==> config.mk <==
export PLATFORM = sky130hd
export DESIGN_NAME = broken_sha1_hash_flat
export DESIGN_NICKNAME = d
export VERILOG_FILES = /design/src/bsha_pkg.sv /design/src/bsha_if.sv /design/src/bsha_ctrl.sv /design/src/bsha_datapath.sv /design/src/broken_sha1_hash.sv /design/src/flat_wrapper.sv
export VERILOG_INCLUDE_DIRS = /design/src /design/src/src
export SDC_FILE = /design/constraint.sdc
export NUM_CORES = 2
export LEC_CHECK = 0
export ABC_AREA = 1
export BUFFER_PORTS_ARGS = -buffer_cell sky130_fd_sc_hd__buf_2
export CORE_ASPECT_RATIO = 1.25
export CORE_MARGIN = 2
export CORE_UTILIZATION = 34
export CTS_CLUSTER_SIZE = 24
export DETAILED_ROUTE_END_ITERATION = 10
export PLACE_DENSITY = 0.52
export SLEW_MARGIN = 10
export SYNTH_ARGS = -nofsm -noshare
export SYNTH_HDL_FRONTEND = slang
export SYNTH_SLANG_ARGS = --single-unit
==> constraint.sdc <==
create_clock -name clk -period 17.2 [get_ports clk]
set_input_delay 2.58 -clock clk [delete_from_list [all_inputs] [get_ports clk]]
set_output_delay 2.58 -clock clk [all_outputs]
set_load 0.01 [all_outputs]
==> src/assert_macros.svh <==
// Assertion macros used by the top level to check block behavior.
// No dependencies; taken in by `include.
`ifndef ASSERT_MACROS_SVH
`define ASSERT_MACROS_SVH

// Implication checked on every rising clk edge outside reset.
`define ASSERT_PROP(label, prop, msg) \
    label: assert property (@(posedge clk) disable iff (!rst_n) (prop)) else $error(msg);

// Condition that must never be true outside reset.
`define ASSERT_NEVER(label, cond, msg) \
    label: assert property (@(posedge clk) disable iff (!rst_n) !(cond)) else $error(msg);

`endif

==> src/bsha_pkg.sv <==
// Shared types and constants for the broken SHA-1 hash block.
// No dependencies.
package bsha_pkg;

    localparam int NUM_CHAIN   = 5;
    localparam int BLOCK_WORDS = 16;
    localparam int ROUNDS      = 80;

    typedef logic [31:0] word_t;

    localparam word_t INIT_CHAIN [NUM_CHAIN] = '{
        32'h67452301, 32'hEFCDAB89, 32'h98BADCFE, 32'h10325476, 32'hC3D2E1F0
    };

    localparam word_t K_CH   = 32'h5A827999;
    localparam word_t K_PAR  = 32'h6ED9EBA1;
    localparam word_t K_MAJ  = 32'h8F1BBCDC;  // two's complement of 0x70E44324
    localparam word_t K_PAR2 = 32'hCA62C1D6;  // two's complement of 0x359D3E2A

    localparam int ROT_A = 5;
    localparam int ROT_B = 30;

    typedef enum logic [1:0] {
        PH_CH,
        PH_PAR,
        PH_MAJ,
        PH_PAR2
    } phase_t;

    typedef struct packed {
        logic   accept;   // input request taken this cycle
        logic   load;     // block and chain into working registers
        logic   round;    // one compression round
        logic   fold;     // add working registers into chain
        logic   emit;     // digest into output buffer, chain back to init
        phase_t phase;
    } bsha_cmd_t;

    typedef struct packed {
        logic need_comp;  // current input request fills the block, or is final with bytes held
        logic obuf_busy;  // digest buffer still draining
    } bsha_status_t;

endpackage

==> src/bsha_if.sv <==
// Valid/ready channel interfaces for message bytes in and digest words out.
// No dependencies.
interface bsha_in_if;
    logic       valid;
    logic       ready;
    logic [7:0] data_byte;
    logic       byte_present;
    logic       final_item;

    modport source (output valid, output data_byte, output byte_present,
                    output final_item, input ready);
    modport sink   (input valid, input data_byte, input byte_present,
                    input final_item, output ready);
endinterface

interface bsha_out_if;
    logic        valid;
    logic        ready;
    logic [31:0] digest_word;
    logic        digest_last;

    modport source (output valid, output digest_word, output digest_last, input ready);
    modport sink   (input valid, input digest_word, input digest_last, output ready);
endinterface

==> src/bsha_ctrl.sv <==
// Sequencer for the broken SHA-1 block: request acceptance, round count, fold.
// Depends on bsha_pkg.
module bsha_ctrl (
    input  logic                  clk,
    input  logic                  rst_n,
    input  logic                  in_valid,
    input  logic                  in_final,
    output logic                  in_ready,
    input  bsha_pkg::bsha_status_t status,
    output bsha_pkg::bsha_cmd_t   cmd
);

    typedef enum logic [3:0] {
        S_IDLE  = 4'b0001,
        S_LOAD  = 4'b0010,
        S_ROUND = 4'b0100,
        S_FOLD  = 4'b1000
    } state_t;

    localparam int RND_W = $clog2(bsha_pkg::ROUNDS);

    state_t           state_reg, state_next;
    logic [RND_W-1:0] rnd_reg, rnd_next;
    logic             fin_reg, fin_next;
    logic             accept;

    assign in_ready = (state_reg == S_IDLE) && !(in_final && status.obuf_busy);
    assign accept   = in_valid && in_ready;

    always_comb
    begin
        state_next = state_reg;
        rnd_next   = rnd_reg;
        fin_next   = fin_reg;
        cmd        = '0;
        cmd.phase  = bsha_pkg::PH_CH;
        unique case (state_reg)
            S_IDLE:
            begin
                cmd.accept = accept;
                if (accept)
                begin
                    if (status.need_comp)
                    begin
                        fin_next   = in_final;
                        state_next = S_LOAD;
                    end
                    else
                    begin
                        cmd.emit = in_final;
                    end
                end
            end
            S_LOAD:
            begin
                cmd.load   = 1'b1;
                rnd_next   = '0;
                state_next = S_ROUND;
            end
            S_ROUND:
            begin
                cmd.round = 1'b1;
                priority if (rnd_reg < RND_W'(20))
                    cmd.phase = bsha_pkg::PH_CH;
                else if (rnd_reg < RND_W'(40))
                    cmd.phase = bsha_pkg::PH_PAR;
                else if (rnd_reg < RND_W'(60))
                    cmd.phase = bsha_pkg::PH_MAJ;
                else
                    cmd.phase = bsha_pkg::PH_PAR2;
                rnd_next = rnd_reg + RND_W'(1);
                if (rnd_reg == RND_W'(bsha_pkg::ROUNDS - 1))
                    state_next = S_FOLD;
            end
            S_FOLD:
            begin
                cmd.fold   = 1'b1;
                cmd.emit   = fin_reg;
                fin_next   = 1'b0;
                state_next = S_IDLE;
            end
            default:
            begin
                state_next = S_IDLE;
            end
        endcase
    end

    always_ff @(posedge clk or negedge rst_n)
    begin
        if (!rst_n)
        begin
            state_reg <= S_IDLE;
            rnd_reg   <= '0;
            fin_reg   <= 1'b0;
        end
        else
        begin
            state_reg <= state_next;
            rnd_reg   <= rnd_next;
            fin_reg   <= fin_next;
        end
    end

endmodule

==> src/bsha_datapath.sv <==
// Datapath: byte packing, schedule window, round unit, chain and digest buffer.
// Depends on bsha_pkg.
module bsha_datapath (
    input  logic                   clk,
    input  logic                   rst_n,
    input  bsha_pkg::bsha_cmd_t    cmd,
    input  logic [7:0]             data_byte,
    input  logic                   byte_present,
    input  logic                   final_item,
    output bsha_pkg::bsha_status_t status,
    output logic                   out_valid,
    input  logic                   out_ready,
    output logic [31:0]            digest_word,
    output logic                   digest_last
);

    localparam int OIDX_W = $clog2(bsha_pkg::NUM_CHAIN);

    bsha_pkg::word_t block_reg [bsha_pkg::BLOCK_WORDS];
    bsha_pkg::word_t block_next [bsha_pkg::BLOCK_WORDS];
    bsha_pkg::word_t win_reg [bsha_pkg::BLOCK_WORDS];
    bsha_pkg::word_t chain_reg [bsha_pkg::NUM_CHAIN];
    bsha_pkg::word_t chain_next [bsha_pkg::NUM_CHAIN];
    bsha_pkg::word_t obuf_reg [bsha_pkg::NUM_CHAIN];
    bsha_pkg::word_t sum [bsha_pkg::NUM_CHAIN];
    bsha_pkg::word_t a_reg, b_reg, c_reg, d_reg, e_reg;
    bsha_pkg::word_t f_val, k_val, t_val, sched_x;

    logic [5:0]        fill_reg, fill_next;
    logic              obuf_valid_reg, obuf_valid_next;
    logic [OIDX_W-1:0] out_idx_reg, out_idx_next;
    logic              out_take;

    assign status.need_comp = byte_present ? ((fill_reg == 6'd63) || final_item)
                                           : (final_item && (fill_reg != 6'd0));
    assign status.obuf_busy = obuf_valid_reg;

    // block buffer and fill count
    always_comb
    begin
        block_next = block_reg;
        fill_next  = fill_reg;
        if (cmd.load)
        begin
            for (int i = 0; i < bsha_pkg::BLOCK_WORDS; i++)
                block_next[i] = '0;
        end
        else if (cmd.accept)
        begin
            if (byte_present)
                block_next[fill_reg[5:2]][{fill_reg[1:0], 3'b000} +: 8] = data_byte;
            fill_next = status.need_comp ? 6'd0 : fill_reg + {5'd0, byte_present};
        end
    end

    // round function
    always_comb
    begin
        unique case (cmd.phase)
            bsha_pkg::PH_CH:
            begin
                f_val = (b_reg & c_reg) | (~b_reg & d_reg);
                k_val = bsha_pkg::K_CH;
            end
            bsha_pkg::PH_PAR:
            begin
                f_val = b_reg ^ c_reg ^ d_reg;
                k_val = bsha_pkg::K_PAR;
            end
            bsha_pkg::PH_MAJ:
            begin
                f_val = (b_reg & c_reg) | (b_reg & d_reg) | (c_reg & d_reg);
                k_val = bsha_pkg::K_MAJ;
            end
            bsha_pkg::PH_PAR2:
            begin
                f_val = b_reg ^ c_reg ^ d_reg;
                k_val = bsha_pkg::K_PAR2;
            end
            default:
            begin
                f_val = b_reg ^ c_reg ^ d_reg;
                k_val = bsha_pkg::K_PAR2;
            end
        endcase
        t_val = {a_reg[31-bsha_pkg::ROT_A:0], a_reg[31:32-bsha_pkg::ROT_A]}
              + f_val + e_reg + win_reg[0] + k_val;
        sched_x = win_reg[0] ^ win_reg[2] ^ win_reg[8] ^ win_reg[13];
    end

    // chain update and digest capture
    always_comb
    begin
        sum[0] = chain_reg[0] + a_reg;
        sum[1] = chain_reg[1] + b_reg;
        sum[2] = chain_reg[2] + c_reg;
        sum[3] = chain_reg[3] + d_reg;
        sum[4] = chain_reg[4] + e_reg;
        chain_next = chain_reg;
        if (cmd.emit)
            chain_next = bsha_pkg::INIT_CHAIN;
        else if (cmd.fold)
            chain_next = sum;
    end

    assign out_take = obuf_valid_reg && out_ready;

    always_comb
    begin
        obuf_valid_next = obuf_valid_reg;
        out_idx_next    = out_idx_reg;
        if (cmd.emit)
        begin
            obuf_valid_next = 1'b1;
            out_idx_next    = '0;
        end
        else if (out_take)
        begin
            if (out_idx_reg == OIDX_W'(bsha_pkg::NUM_CHAIN - 1))
            begin
                obuf_valid_next = 1'b0;
                out_idx_next    = '0;
            end
            else
            begin
                out_idx_next = out_idx_reg + OIDX_W'(1);
            end
        end
    end

    assign out_valid   = obuf_valid_reg;
    assign digest_word = obuf_reg[out_idx_reg];
    assign digest_last = (out_idx_reg == OIDX_W'(bsha_pkg::NUM_CHAIN - 1));

    always_ff @(posedge clk or negedge rst_n)
    begin
        if (!rst_n)
        begin
            for (int i = 0; i < bsha_pkg::BLOCK_WORDS; i++)
                block_reg[i] <= '0;
            chain_reg      <= bsha_pkg::INIT_CHAIN;
            fill_reg       <= '0;
            obuf_valid_reg <= 1'b0;
            out_idx_reg    <= '0;
        end
        else
        begin
            block_reg      <= block_next;
            chain_reg      <= chain_next;
            fill_reg       <= fill_next;
            obuf_valid_reg <= obuf_valid_next;
            out_idx_reg    <= out_idx_next;
        end
    end

    always_ff @(posedge clk)
    begin
        if (cmd.load)
        begin
            win_reg <= block_reg;
            a_reg   <= chain_reg[0];
            b_reg   <= chain_reg[1];
            c_reg   <= chain_reg[2];
            d_reg   <= chain_reg[3];
            e_reg   <= chain_reg[4];
        end
        else if (cmd.round)
        begin
            for (int i = 0; i < bsha_pkg::BLOCK_WORDS - 1; i++)
                win_reg[i] <= win_reg[i+1];
            win_reg[bsha_pkg::BLOCK_WORDS-1] <= 32'd1 << sched_x[4:0];
            a_reg <= t_val;
            b_reg <= a_reg;
            c_reg <= {b_reg[31-bsha_pkg::ROT_B:0], b_reg[31:32-bsha_pkg::ROT_B]};
            d_reg <= c_reg;
            e_reg <= d_reg;
        end
        if (cmd.emit)
        begin
            if (cmd.fold)
                obuf_reg <= sum;
            else
                obuf_reg <= chain_reg;
        end
    end

endmodule

==> src/broken_sha1_hash.sv <==
// Top level of the broken SHA-1 (XSHA-1) hash block.
// Depends on bsha_pkg, bsha_if, bsha_ctrl, bsha_datapath and assert_macros.svh.
//
// Message bytes come in one request at a time and are packed little-endian
// into a 64-byte block. A request that completes no block leaves the
// sequencer idle. A request that fills the block, or a final request with
// bytes still held, holds off the input while the block is loaded, run through
// 80 rounds in the single round unit and folded into the chain. On a final
// request the five digest words go out from a buffer one per cycle while
// out_ready is high, word 0 first, digest_last on the fifth; the next message
// may start while they drain, but its final request waits until the buffer
// is empty. An empty message yields the initial values.
module broken_sha1_hash (
    input logic          clk,
    input logic          rst_n,
    bsha_in_if.sink      in_ch,
    bsha_out_if.source   out_ch
);

    `include "assert_macros.svh"

    bsha_pkg::bsha_cmd_t    cmd;
    bsha_pkg::bsha_status_t status;

    bsha_ctrl u_ctrl (
        .clk      (clk),
        .rst_n    (rst_n),
        .in_valid (in_ch.valid),
        .in_final (in_ch.final_item),
        .in_ready (in_ch.ready),
        .status   (status),
        .cmd      (cmd)
    );

    bsha_datapath u_datapath (
        .clk          (clk),
        .rst_n        (rst_n),
        .cmd          (cmd),
        .data_byte    (in_ch.data_byte),
        .byte_present (in_ch.byte_present),
        .final_item   (in_ch.final_item),
        .status       (status),
        .out_valid    (out_ch.valid),
        .out_ready    (out_ch.ready),
        .digest_word  (out_ch.digest_word),
        .digest_last  (out_ch.digest_last)
    );

    `ASSERT_PROP(a_final_needs_empty_buf, (in_ch.valid && in_ch.ready && in_ch.final_item) |-> !out_ch.valid, "final request taken while digest buffer busy")
    `ASSERT_PROP(a_emit_into_empty_buf, cmd.emit |-> !out_ch.valid, "digest overwrote undelivered words")
    `ASSERT_PROP(a_load_after_accept, cmd.load |-> $past(cmd.accept), "block load without a completing request")
    `ASSERT_NEVER(a_no_accept_in_round, (in_ch.ready && (cmd.round || cmd.load || cmd.fold)), "input ready during compression")

endmodule

==> src/flat_wrapper.sv <==
// flat-port wrapper written by rule: the top's interface ports become plain ports
module broken_sha1_hash_flat 
  (clk, rst_n, in_ch_valid, in_ch_data_byte, in_ch_byte_present, in_ch_final_item, in_ch_ready, out_ch_valid, out_ch_digest_word, out_ch_digest_last, out_ch_ready);
  bsha_in_if in_ch_i ();
  bsha_out_if out_ch_i ();
  input logic clk;
  input logic rst_n;
  input wire logic [$bits(in_ch_i.valid)-1:0] in_ch_valid;
  input wire logic [$bits(in_ch_i.data_byte)-1:0] in_ch_data_byte;
  input wire logic [$bits(in_ch_i.byte_present)-1:0] in_ch_byte_present;
  input wire logic [$bits(in_ch_i.final_item)-1:0] in_ch_final_item;
  output wire logic [$bits(in_ch_i.ready)-1:0] in_ch_ready;
  output wire logic [$bits(out_ch_i.valid)-1:0] out_ch_valid;
  output wire logic [$bits(out_ch_i.digest_word)-1:0] out_ch_digest_word;
  output wire logic [$bits(out_ch_i.digest_last)-1:0] out_ch_digest_last;
  input wire logic [$bits(out_ch_i.ready)-1:0] out_ch_ready;
  assign in_ch_i.valid = in_ch_valid;
  assign in_ch_i.data_byte = in_ch_data_byte;
  assign in_ch_i.byte_present = in_ch_byte_present;
  assign in_ch_i.final_item = in_ch_final_item;
  assign in_ch_ready = in_ch_i.ready;
  assign out_ch_valid = out_ch_i.valid;
  assign out_ch_digest_word = out_ch_i.digest_word;
  assign out_ch_digest_last = out_ch_i.digest_last;
  assign out_ch_i.ready = out_ch_ready;
  broken_sha1_hash u_core (.clk(clk), .rst_n(rst_n), .in_ch(in_ch_i), .out_ch(out_ch_i));
endmodule
After elaboration in Yosys (flattened, before gate mapping)
Index checks and enable logic that the tools add are counted.

storage, ports and cells
  bits in registers = 1526
  output and inout bits = 35
  logic and storage cells = 179

cells by class
  add/subtract/negate cells = 13
  $lt $le $gt $ge = 6
  equal/unequal tests = 13
  shifts and indexed selects = 3
  muxes and demuxes = 52
  bitwise gates (word level) = 16
  reductions and logical operators = 23

operators with widths
  operator                count
  $mux 512                5
  $bwmux 512              1
  $mux 32                 13
  $mux 160                2
  $add 32x32->32          9
  $and 32x32->32          4
  $demux 32 s4            1
  $pmux 32 s4             1
  $bmux 32 s3             1
  $or 32x32->32           3
  $pmux 32 s3             1
  $xor 32x32->32          2
  $not 32->32             1
  $shift 8x7->32 const A  1
  $shiftx 8x7->32         1
  $shl 1x5->32 const A    1
  $xor 5x5->5             3
  $lt 7x6->1 const B      2
  $pmux 7 s2              1
  $reduce_bool 2->1       7
  $mux 1                  13
  $mux 4                  3
  $pmux 4 s3              1
  $mux 3                  3
  32 further kinds        46

Logic depth before layout (Yosys ltp)
  depth after elaboration = 14
  gate-level depth with buffers = 28
  depth with buffers taken out = 27

Hierarchy
From an unflattened synthesis, not the netlist that was laid out.

second synthesis, totals
  cell total of the unflattened synthesis = 8811
  area total of the unflattened synthesis = 78614.1 µm²

by module, submodules not included
  module         instances  cells each  area each (µm²)
  bsha_datapath  1          8705        77845.9
  bsha_ctrl      1          106         768.2

Worst setup path after synthesis
OpenSTA, ideal clock, no wires.

  path kind = register -> register
  from = reg u_core.u_ctrl.state_reg[2]
  to = reg u_core.u_ctrl.state_reg[0]
  arrival time = 15.314 ns
  data required time = 16.680 ns
  slack = 1.366 ns
  stages on the path, launching flop included = 8
  buffers on the path = 1
  cell sequence = dfrtp_1 nor2_1 inv_1 nor3_4 clkbuf_1 nor2_1 inv_1 o21ai_0

on the way
  cells in the longest elaborated chain, start to end = 5

RTL lines
  what                               line                              RTL
  start, declared                    bsha_ctrl.sv:22                   state_t state_reg, state_next;
  start signal, assigned             bsha_ctrl.sv:99                   state_reg <= state_next;
  $eq 4x1->1                         bsha_ctrl.sv:27, bsha_ctrl.sv:37
  $logic_and 1x1->1                  bsha_ctrl.sv:27                   assign in_ready = (state_reg == S_IDLE) && !(in_final && status.obuf_busy);
  $logic_and 1x1->1                  bsha_ctrl.sv:28                   assign accept = in_valid && in_ready;
  $ne 2x2->1 (no source line)        n/a
  $reduce_and 3->1 (no source line)  n/a

Parallel ways exist; a longest one is shown, timed or not.
A chain may end at the register's enable or synchronous reset.

Worst setup path in the final report
  from = reg u_core.u_ctrl.state_reg[0]
  to = reg u_core.u_datapath.a_reg[30], data pin

on the way
  cells in the longest elaborated chain, start to end = 11

RTL lines
  what                                             line                  RTL
  $eq 4x3->1                                       bsha_ctrl.sv:37       unique case (state_reg)
  $mux 2                                           bsha_ctrl.sv:37
  $eq 2x2->1 / $eq 2x1->1 (equally long branches)  bsha_datapath.sv:59   unique case (cmd.phase)
  $reduce_or 2->1 (no source line)                 n/a
  $pmux 32 s3                                      bsha_datapath.sv:59
  $add 32x32->32 (4 in a row)                      bsha_datapath.sv:87   + f_val + e_reg + win_reg[0] + k_val;
  $mux 32                                          bsha_datapath.sv:167  else if (cmd.round)
  $mux 32 (*)                                      bsha_datapath.sv:158  if (cmd.load)
  end signal, assigned                             bsha_datapath.sv:161  a_reg <= chain_reg[0];
  end signal, assigned                             bsha_datapath.sv:172  a_reg <= t_val;
  end, declared                                    bsha_datapath.sv:26   bsha_pkg::word_t a_reg, b_reg, c_reg, d_reg, e_reg;

Mark *: on every way between the ends. The rest lies on a longest branch, timed or not. The select of a mux whose other input is x is not followed.

==> out/results.tsv <==
stage	metric	value	unit
status	status	completed	
worst_setup_path	highest fanout seen on the critical path	59	
grt	global-route wire length before repair	413000	um
min_path	Hold Path Origin	u_core.u_datapath.block_reg[453]	
synth	ys async rst share	45.5	%
routing	Final ANT Viol Nets	0	
worst_setup_path	Critical Path RT	17.77	ns
sta	fin crit period	5.99	ns
cts	post-cts gate resize count	0	
place	pre-CTS WS	10.93	ns
grt	largest net degree at the start of global routing	267	
sta	final setup margin	11.21	ns
worst_setup_path	Worst Setup End Kind	flip-flop	
cts	H-Tree Depth	4	
sta	worst slew pin tran	1.35	ns
worst_setup_path	R2R setup slack	11.21	ns
worst_setup_path	WS Path Type	flip-flop to flip-flop	
floorplan	# rows	197	
routing	Routed WL	281000	um
floorplan	Die H	543	um
place	detailed-placement wirelength estimate	204000	um
synth	share of synthesized area occupied by flip-flops and latches	53.8	%
run	max-cap violations	0	
synth	Synth Instances	9104	
grt	number of global-route vias before repair	61583	
layout	Synth-to-Final Area Change	11.3	%
sta	Setup TNS	0	ns
synth	top post-synthesis cells by area	edfxtp_1, dfrtp_1, nand2_1	
worst_setup_path	R2R depth	24	
floorplan	Die ar.	236000	um2
sta	period utilisation layout	34.8	%
sta	Hold Violations, Final	0	
synth	Synth Cell Area	78900	um2
floorplan	I/O pin count	49	
min_path	end of the worst hold path	u_core.u_datapath.block_reg[453]	
synth	Post-synth EDFFs	832	
sta	Slew Viols, Final	0	
cts	Worst-Skew Late Latency	0.87	ns
cts	clock transition at the registers of the reported paths	0.06	ns
floorplan	initial core utilization	34.2	%
routing	via count	62064	
sta	Final setup violation count	0	
sta	clk_skew	0.0508	ns
synth	Main synth FF type	edfxtp_1	
power	Power per Cell Area	122	nW/um2
sta	Worst slew margin	8.96	%
sta	Max Clk Rate	167	MHz
place	GPL Wtd Cong	1.01	
synth	synthesis-stage register bit count	1526	
cts	Root Buffer Master	clkbuf_16	
cts	CTS tree	built	
min_path	hold depth	2	
sta	RSZ-0062 raised after global routing	no	
worst_setup_path	crit path launch type	flip-flop	
routing	First-pass DRT Iterations	7	
cts	largest buffer count on any clock path	3	
synth	Synth area leader	edfxtp_1	
floorplan	Die W	435	um
synth	Unique masters post-synth	48	
cts	Setup Buffers After CTS	0	
grt	total global routing overflow	0	
synth	Avg Inst Size Synth	8.67	um2
worst_setup_path	Crit Reg-Reg Startpoint	u_core.u_ctrl.state_reg[0]	
routing	drt initial violations	5030	
worst_setup_path	critical path arrival	6.56	ns
synth	Synth Warn #	0	
layout	layout cells sized above 1	5.42	%
power	Max IR drop VDD	0.000113	V
floorplan	core footprint	231000	um2
synth	syn nets	9452	
synth	post-synth top area share	31.6	%
cts	clock sink count	1526	
grt	All-Layer GR Usage	23.5	%
place	Port-buffer cells	48	
routing	Residual DRC	0	
min_path	HP Class	flip-flop to flip-flop	
routing	drt via density	5.05	
power	LEAKAGE	40.0	nW
routing	wire per inst	22.8	um
cts	CTS buffer count	165	
worst_setup_path	endpoint of the worst register-to-register path	u_core.u_datapath.a_reg[30]	
layout	final-stage net count	9418	
grt	antenna violations before repair	9	
cts	cts hold-fix bufs	0	
-- worst max-delay path, stage by stage (launching register included) --
cell and delay (ns):
dfstp_2 0.57, inv_1 0.05, nand2_1 0.13, nor2_1 0.06
buf_4 0.17, nand3_1 0.42, ha_2 0.28, buf_4 0.49
inv_2 0.31, nor2_1 0.17, a22oi_1 0.12, fa_1 0.51
fa_1 0.53, ha_1 0.22, inv_1 0.10, o21ai_0 0.64
nand2_1 0.11, nand2_1 0.17, nand2_1 0.06, nand2_1 0.19
nand2_1 0.12, nand2_1 0.08, nand2_1 0.05, nand3_1 0.07
nand2_1 0.07
-- metrics by stage --
stage,util [%],area (um2),cells,total power (W),hold WS [ns]
4_1_cts,38.1,87900,12298,0.0108,0.488
2_1_floorplan,-,78900,9104,0.00616,0.453
5_1_grt,38.1,87900,12299,0.0112,0.499
3_5_place_dp,35.7,82400,11987,0.00711,0.473
3_3_place_gp,35.7,82400,11987,0.00709,0.465
6_report,38.1,87900,12300,0.0107,0.482
-- cell families (layout without fill, tap and decap cells) --
family,count (synthesis),count (layout),share of synthesized area [%]
XOR/XNOR,76,76,0.843
other,0,2,0
adder cells (fa/ha/maj),334,334,6.48
AO/OA/AOI/OAI,1568,1568,10.9
buffers and inverters,1617,1727,7.83
flip-flops,1526,1526,53.8
AND/OR/NAND/NOR,3983,3983,20.2
-- worst max-delay path by stage --
stage	from	endpoint	slack, ns	cells past startpoint
CTS	u_core.u_ctrl.state_reg[0]	u_core.u_datapath.a_reg[18]	11.15	24
global route	u_core.u_ctrl.state_reg[0]	u_core.u_datapath.a_reg[19]	10.82	25
finish	u_core.u_ctrl.state_reg[0]	u_core.u_datapath.a_reg[30]	11.21	24
global placement	in_ch_final_item	u_core.u_datapath.obuf_reg[23]	10.90	11
detailed placement	in_ch_final_item	u_core.u_datapath.obuf_reg[53]	10.93	11
floorplan	u_core.u_ctrl.state_reg[2]	u_core.u_ctrl.state_reg[0]	1.37	7
-- cells in the final DEF, fill, tap and decap left out, types with 8 or more instances in the layout --
| cell | count |
|---|---|
| dfstp_2 | 81 |
| o211ai_1 | 18 |
| o21a_1 | 9 |
| o21ai_0 | 776 |
| buf_12 | 9 |
| bufinv_16 | 10 |
| clkbuf_16 | 166 |
| inv_1 | 1304 |
| nor2_1 | 419 |
| or2_2 | 43 |
| buf_2 | 47 |
| o22ai_1 | 304 |
| nand3b_1 | 19 |
| clkbuf_1 | 46 |
| and2_1 | 20 |
| o32ai_1 | 8 |
| nand2_1 | 3025 |
| clkbuf_8 | 27 |
| nand3_1 | 323 |
| xnor2_1 | 22 |
| edfxtp_1 | 832 |
| xor2_1 | 54 |
| a21oi_1 | 365 |
| ha_1 | 208 |
| o21bai_1 | 31 |
| fa_1 | 125 |
| clkinv_1 | 20 |
| nor3_1 | 61 |
| buf_4 | 42 |
| clkinv_2 | 23 |
| nand4_1 | 49 |
| dfrtp_1 | 612 |
| a221o_1 | 32 |
-- layout make-up --
cell class	instances	area (um2)
fill	23678	143000
tap	3084	3860
clock inverter	72	842
inverter	1317	4960
clock buffer	239	4700
antenna	2	5.00
sequential	1526	42500
timing repair buffer	99	746
multi-input combinational	5961	30300
-- synth_stat cells (8+ instances only) --
library cell / count
fa_1: 125
nand3b_1: 19
dfrtp_1: 613
o21a_1: 9
buf_2: 62
nand2_1: 3025
and2_1: 20
a221o_1: 32
ha_1: 209
xnor2_1: 22
xor2_1: 54
a21oi_1: 365
nand4_1: 49
o22ai_1: 304
dfstp_2: 81
o21bai_1: 31
clkbuf_1: 220
inv_1: 1306
o32ai_1: 8
o21ai_0: 776
nor2_1: 420
edfxtp_1: 832
buf_1: 11
or2_2: 43
nand3_1: 323
o211ai_1: 18
nor3_1: 61
-- power breakdown --
group	total [W]	leakage, nW	internal, W	switching [W]
registers	0.00448	16.4	0.00429	0.000183
logic	0.00258	20.9	0.000725	0.00185
clock network	0.00364	2.68	0.00207	0.00157
-- layer usage --
metal | vias up | share of wire [%] | global-route usage (%)
met5 | - | 0 | 0
met4 | 0 | 6.1 | 13.0
met3 | 495 | 4.2 | 2.63
met2 | 1718 | 49 | 40.3
met1 | 30311 | 41 | 29.0
li1 | 29540 | - | -
(Power assumes the default switching activity.)
